--- src/rtl/core/uitf_pkg.sv ---
package uitf_pkg;

  typedef enum logic [1:0] {
    ACT_RX   = 2'd0,
    ACT_TICK = 2'd1,
    ACT_READ = 2'd2
  } action_t;

  localparam logic [7:0] IDLE_LIMIT_RESET = 8'd5;
  localparam logic [7:0] IDLE_SAT         = 8'd255;

  typedef struct packed {
    logic [1:0] action;
    logic [7:0] rx_byte;
    logic [7:0] tick_ms;
    logic [9:0] read_index;
    logic       read_last;
  } in_item_t;

  typedef struct packed {
    logic [7:0]  read_data;
    logic        read_valid;
    logic [10:0] byte_count;
    logic        frame_ready;
    logic        byte_dropped;
  } out_item_t;

  // result fields known at acceptance, before the store read returns
  typedef struct packed {
    logic        read_valid;
    logic [10:0] byte_count;
    logic        frame_ready;
    logic        byte_dropped;
  } meta_t;

endpackage

--- src/rtl/core/uitf_ctrl.sv ---
module uitf_ctrl #(
  parameter int BUF_DEPTH = 1024
) (
  input  logic                         clk,
  input  logic                         rst,
  input  logic                         accept,
  input  uitf_pkg::in_item_t           item,
  input  logic                         cfg_wr_en,
  input  logic [7:0]                   cfg_wr_data,
  output uitf_pkg::meta_t              meta,
  output logic                         ram_we,
  output logic [$clog2(BUF_DEPTH)-1:0] ram_waddr,
  output logic [7:0]                   ram_wdata,
  output logic                         ram_re,
  output logic [$clog2(BUF_DEPTH)-1:0] ram_raddr
);

  localparam int AW    = $clog2(BUF_DEPTH);
  localparam int CNT_W = $clog2(BUF_DEPTH + 1);
  localparam int EXT_W = (CNT_W > 11) ? CNT_W : 11;

  logic [CNT_W-1:0] held_count, held_count_next;
  logic [CNT_W-1:0] count_snapshot, count_snapshot_next;
  logic [7:0]       idle_time, idle_time_next;
  logic             frame_flag, frame_flag_next;
  logic [7:0]       idle_limit;

  logic [8:0]       idle_sum;
  logic [7:0]       idle_sat;
  logic [EXT_W-1:0] idx_ext;
  logic [EXT_W-1:0] held_ext;
  logic [EXT_W-1:0] count_ext;
  logic             idx_ok;
  logic             clear;

  always_comb begin
    idx_ext  = EXT_W'(item.read_index);
    held_ext = EXT_W'(held_count);
    idx_ok   = (idx_ext < held_ext) && (idx_ext < EXT_W'(BUF_DEPTH));
    idle_sum = {1'b0, idle_time} + {1'b0, item.tick_ms};
    idle_sat = idle_sum[8] ? uitf_pkg::IDLE_SAT : idle_sum[7:0];

    held_count_next     = held_count;
    count_snapshot_next = count_snapshot;
    idle_time_next      = idle_time;
    frame_flag_next     = frame_flag;
    clear               = 1'b0;

    ram_we    = 1'b0;
    ram_waddr = held_count[AW-1:0];
    ram_wdata = item.rx_byte;
    ram_re    = 1'b0;
    ram_raddr = idx_ext[AW-1:0];

    meta.read_valid   = 1'b0;
    meta.byte_dropped = 1'b0;

    case (uitf_pkg::action_t'(item.action))
      uitf_pkg::ACT_RX: begin
        if (held_count != CNT_W'(BUF_DEPTH)) begin
          ram_we          = accept;
          held_count_next = held_count + CNT_W'(1);
        end else begin
          meta.byte_dropped = 1'b1;
        end
      end
      uitf_pkg::ACT_TICK: begin
        if (held_count != '0) begin
          if (count_snapshot != held_count) begin
            count_snapshot_next = held_count;
            idle_time_next      = '0;
          end else if (idle_time < idle_limit) begin
            idle_time_next = idle_sat;
            if (idle_sat >= idle_limit) begin
              frame_flag_next = 1'b1;
            end
          end
        end else begin
          count_snapshot_next = '0;
        end
      end
      uitf_pkg::ACT_READ: begin
        meta.read_valid = idx_ok;
        ram_re          = accept && idx_ok;
        clear           = item.read_last;
      end
      default: begin
      end
    endcase

    // reported values are taken before the end-of-read clear
    count_ext        = EXT_W'(held_count_next);
    meta.byte_count  = count_ext[10:0];
    meta.frame_ready = frame_flag_next;

    if (clear) begin
      held_count_next = '0;
      frame_flag_next = 1'b0;
    end
  end

  always_ff @(posedge clk) begin
    if (rst) begin
      held_count     <= '0;
      count_snapshot <= '0;
      idle_time      <= '0;
      frame_flag     <= 1'b0;
      idle_limit     <= uitf_pkg::IDLE_LIMIT_RESET;
    end else begin
      if (accept) begin
        held_count     <= held_count_next;
        count_snapshot <= count_snapshot_next;
        idle_time      <= idle_time_next;
        frame_flag     <= frame_flag_next;
      end
      if (cfg_wr_en) begin
        idle_limit <= cfg_wr_data;
      end
    end
  end

endmodule

--- config.mk ---
export PLATFORM = sky130hd
export DESIGN_NAME = uitf_ctrl
export DESIGN_NICKNAME = d
export VERILOG_FILES = /design/src/rtl/core/uitf_pkg.sv /design/src/rtl/core/uitf_ctrl.sv
export SDC_FILE = /design/constraint.sdc
export NUM_CORES = 1
export LEC_CHECK = 0
export BUFFER_PORTS_ARGS = -buffer_cell sky130_fd_sc_hd__buf_2
export CAP_MARGIN = 15
export CORE_UTILIZATION = 40
export CTS_BUF_LIST = sky130_fd_sc_hd__clkbuf_16
export DETAILED_ROUTE_END_ITERATION = 8
export SLEW_MARGIN = 20
export SYNTH_ARGS = -nofsm -noshare
export SYNTH_HDL_FRONTEND = slang
export SYNTH_SLANG_ARGS = --single-unit
--- constraint.sdc ---
create_clock -name clk -period 4.3 [get_ports clk]
set_input_delay 0.215 -clock clk [delete_from_list [all_inputs] [get_ports clk]]
set_output_delay 0.215 -clock clk [all_outputs]
set_load 0.1 [all_outputs]
Yosys cells after proc, flatten, opt, wreduce, memory -nomap -nowiden

Index checks and enable logic that the tools add are counted.

Add/sub/neg operators: 2
Multiply operators: 0
Divide/modulo/power cells: 0
$lt $le $gt $ge: 3
Eq/ne operators: 5
Shifts and indexed selects: 0
Multiplexer cells: 21
Bitwise logic cells: 0
Reduce and logical (&&, ||, !) cells: 6

Operators by type and width:

| kind                    | number |
|---|---|
| $mux W11                | 5 |
| $mux W8                 | 3 |
| $mux W1                 | 13 |
| $add A11 B1 Y11 const B | 1 |
| $lt A10 B11 Y1          | 1 |
| $ne A11 B11 Y1          | 1 |
| $ne A11 B11 Y1 const B  | 1 |
| $reduce_bool A11 Y1     | 1 |
| $add A8 B8 Y9           | 1 |
| $ge A8 B8 Y1            | 1 |
| $lt A8 B8 Y1            | 1 |
| $reduce_and A4 Y1       | 1 |
| $reduce_and A3 Y1       | 1 |
| $eq A2 B1 Y1 const B    | 1 |
| $eq A2 B2 Y1 const B    | 1 |
| $logic_not A2 Y1        | 1 |
| $ne A2 B1 Y1 const B    | 1 |
| $reduce_bool A2 Y1      | 1 |
| $logic_and A1 B1 Y1     | 1 |

Bits in registers: 39
Bits in latches: 0
Memory bits (writable): 0
ROM bits: 0
Input bits: 41
Output and inout port bits: 44
Logic and storage cells: 42
Memories kept: 0

Depth between registers and ports, before layout

Word-level depth: 9
Mapped depth: 12
Depth with buffers taken out: 12

Least setup slack after synthesis

Ideal clock, no wire load.

Path kind: reg2out
Start: register idle_time[0]
End: output port meta[1] (netlist bit)
Arrival: 4.081 ns
Data required time: 4.085 ns
Slack: 0.004 ns
Cell stages (with the launch flop): 13
Path buffers: 0
Cells stage by stage: dfxtp_1 ha_1 fa_1 a21o_1 a221oi_2 o21ai_2 a2111o_1 ha_1 nand2_1 nor3_1 a21oi_1 nand4bb_1 o21bai_1

RTL lines:

| item                   | line             | text |
|---|---|---|
| from (decl)            | uitf_ctrl.sv:24  | `logic [7:0] idle_time, idle_time_next;` |
| from (signal assigned) | uitf_ctrl.sv:113 | `idle_time <= idle_time_next;` |
| to (decl)              | uitf_ctrl.sv:10  | `output uitf_pkg::meta_t meta,` |

==> impl_metrics.toml <==
[sta]
drv_slew = 0
max_freq_mhz = 252
tightest_slew_ps = 873
fin_crit_ps = 3970
setup_tns_ps = 0
relSlewSlack_pct = 41.6
period_share_pct = 92.2
hold_ws_ps = 172
hold_viol = 0
rsz0062_at_grt = "false"
finalSetupViolCount = 0
fin_skew_ps = 5.75

[critical_path]
rr_worst_depth = 12
worstPathCellList = "ha_1, fa_1, a21o_1, a221oi_2, o21ai_2, a2111o_1, ha_1, nand2_1, nor3_1, a21oi_1, nand4bb_1, o21bai_1, buf_2"
timing.rr.end = "frame_flag"
critPathBufInv = 1
crit_path_top_delay_cell = "buf_2"
cpMostUsedCell = "ha_1"
r2r_start = "idle_time[0]"
reg2reg_slack_ps = 1260
cp_data_required_time_ps = 4090
path_delay_family = "compound AO/OA/AOI/OAI gates"
cp_max_fo = 6
critPathMaxStageDelay_ps = 450
crit_type = "register to output pin"
cp_data_arrival_time_ps = 3750
end_kind = "output pin"
crit_path_start_kind = "register"

[grt]
grt-ovfl-total = 0
grt_max_degree = 24
track_usage_pct = 18.7
antenna_found_initial = 0
grt_pass1_wl_um = 12200
grt_pass1_vias = 2458

[yosys]
ys_types = 60
synth.avg_cell_area_sq_um = 8.62
ys_seq_area_share_pct = 25.3
syn_area_sq_mm = 0.00308
ys_warn_count = 0
async_flop_share_pct = 0
synth-main-ff-cell = "dfxtp_1"
synthCells = 358
synth_edf_count = 0
ys_seq_elements = 39
synthesis.nets = 434

[power_and_ir_drop]
ir_drop_v = 0.000155
power.leakage_nw = 1.51
pwr_density_cell_mw_per_mm2 = 319

[clock_network]
clock_sinks = 39
clk_path_buf_depth = 2
cts_setup_buffers = 0
cts_made_buffers = 5
cts.clk_slew.worst_paths_ps = 60
clockRootBuffer = "clkbuf_16"
cts_htree_levels = 2
ctsHoldBuffers = 0
cts_tree = "done"
clk_latency_ps = 280
ctsResizeCount = 0

[die]
die_w_um = 89.8
num_io_pins = 85
rows = 31
die_height_um = 89.8
core_sq_mm = 0.00737
start_util_pct = 41.9
dieArea_sq_mm = 0.00807

[finish]
syn_to_final_growth_pct = 10.2
drive_gt1_share_pct = 22.8
nets = 466
n_fill_cell = 781
antenna_cells = 0

[route]
initialDrtViolationCount = 146
drc_errors = 0
vias_per_cell = 5.38
routed_wl_um = 7240
routedWlPerCell_um = 14.8
dr_total_vias = 2636
drt-pass1-iter-count = 4
antenna_left = 0

[placed_design]
dp_hpwl_um = 5690
numPortBuffers = 68
gp_congestion = 0.853

[outcome]
status = "finished, final reports clean"

[hold_path]
hp-class = "input pin to register"
min_path_cells = 3
hold_path_end = "idle_limit[5]"
hp-start = "cfg_wr_data[5]"

[job]
max_cap_violations = 0
tightest hold or removal path, stage by stage:
cell,delay [ps]
buf_2,70
mux2i_1,50
nor2_1,70
metal layers:
layer | GRT usage, % | vias up | part of all wire [%]
met4 | 4.10 | 0 | 0.55
li1 | - | 1335 | -
met1 | 26.4 | 1229 | 49
met3 | 3.13 | 5 | 5.9
met2 | 29.7 | 67 | 45
met5 | 0 | - | 0
cells in the final DEF (no fill, tap or decap), drive strengths merged, types with 3 or more instances in the layout:
cell type  count
dfxtp         39
a32o          15
a31oi          6
o211ai         4
nand2b         6
a21o           8
o21bai         3
xnor2         23
nor4           3
and2           3
nor3           5
clkbuf         5
nor2          24
o21ai         16
a21oi         15
inv           25
a211oi         4
mux2i          9
ha            34
and3           3
nand3b         3
buf           68
nand2         23
nand3          9
nand4          5
nor3b          5
logic make-up after synthesis:
kind of cell / after synthesis / share of synthesized area (%)
xor+xnor: 23 / 6.53
fa+ha+maj: 35 / 14.4
mux: 10 / 3.29
simple gates: 99 / 17.7
compound gates: 86 / 20.6
flops: 39 / 25.3
buf+inv: 66 / 12.1
cell usage after synthesis (5+ instances only):
library cell	number	area, sq um
a21o_1	7	52.6
a21oi_1	15	75.1
a31oi_1	5	31.3
a32o_1	15	150
buf_2	8	40.0
buf_4	29	218
dfxtp_1	39	781
ha_1	34	425
inv_1	23	86.3
mux2i_1	9	90.1
nand2_1	23	86.3
nand3_1	9	45.0
nand4_1	5	31.3
nor2_1	24	90.1
nor3b_1	5	37.5
o21ai_0	8	40.0
o21ai_1	7	35.0
xnor2_1	23	201
where the power goes:
| group | internal, W | total, W | switching [W] |
|---|---|---|---|
| sequential | 0.000374 | 0.000391 | 0.0000169 |
| clock | 0.000209 | 0.000348 | 0.000139 |
| combinational | 0.0000991 | 0.000345 | 0.000246 |
| total | 0.000683 | 0.00108 | 0.000402 |
final cells by class:
type | count | area, sq um | share of cell area, %
Tap cell | 99 | 124 | 3.65
Inverter | 23 | 86.3 | 2.54
Sequential cell | 39 | 781 | 23.0
Multi-Input combinational cell | 253 | 1930 | 56.8
Timing Repair Buffer | 68 | 340 | 10.0
Clock buffer | 5 | 125 | 3.68
Clock inverter | 3 | 12.5 | 0.368
registers in the layout, indices dropped and copies added (netlist names):
signal and cells:
idle_limit 8, frame_flag 1, idle_time 8, count_snapshot 11, held_count 11
stage by stage:
step | std cells | worst slack (ps) | utilization, % | power [W] | area [sq um]
after floorplan | 358 | 3.81 | - | 0.000719 | 3080
after global placement | 482 | 656 | 44.2 | 0.000741 | 3260
after detailed placement | 482 | 582 | 44.2 | 0.000744 | 3260
after CTS | 490 | 294 | 46.1 | 0.00109 | 3400
after global routing | 490 | 105 | 46.1 | 0.00114 | 3400
final | 490 | 334 | 46.1 | 0.00108 | 3400
worst max-delay path by stage:
stage / slack (ps) / cells after the start / start / to
final: 330 / 13 / idle_time[0] / meta[1]
after global routing: 110 / 12 / idle_time[1] / meta[1]
after CTS: 290 / 13 / idle_time[0] / meta[1]
after detailed placement: 580 / 14 / item[11] / meta[1]
after global placement: 660 / 14 / item[11] / meta[1]
after floorplan: 4 / 12 / idle_time[0] / meta[1]
Power figures use the tool's default switching activity.
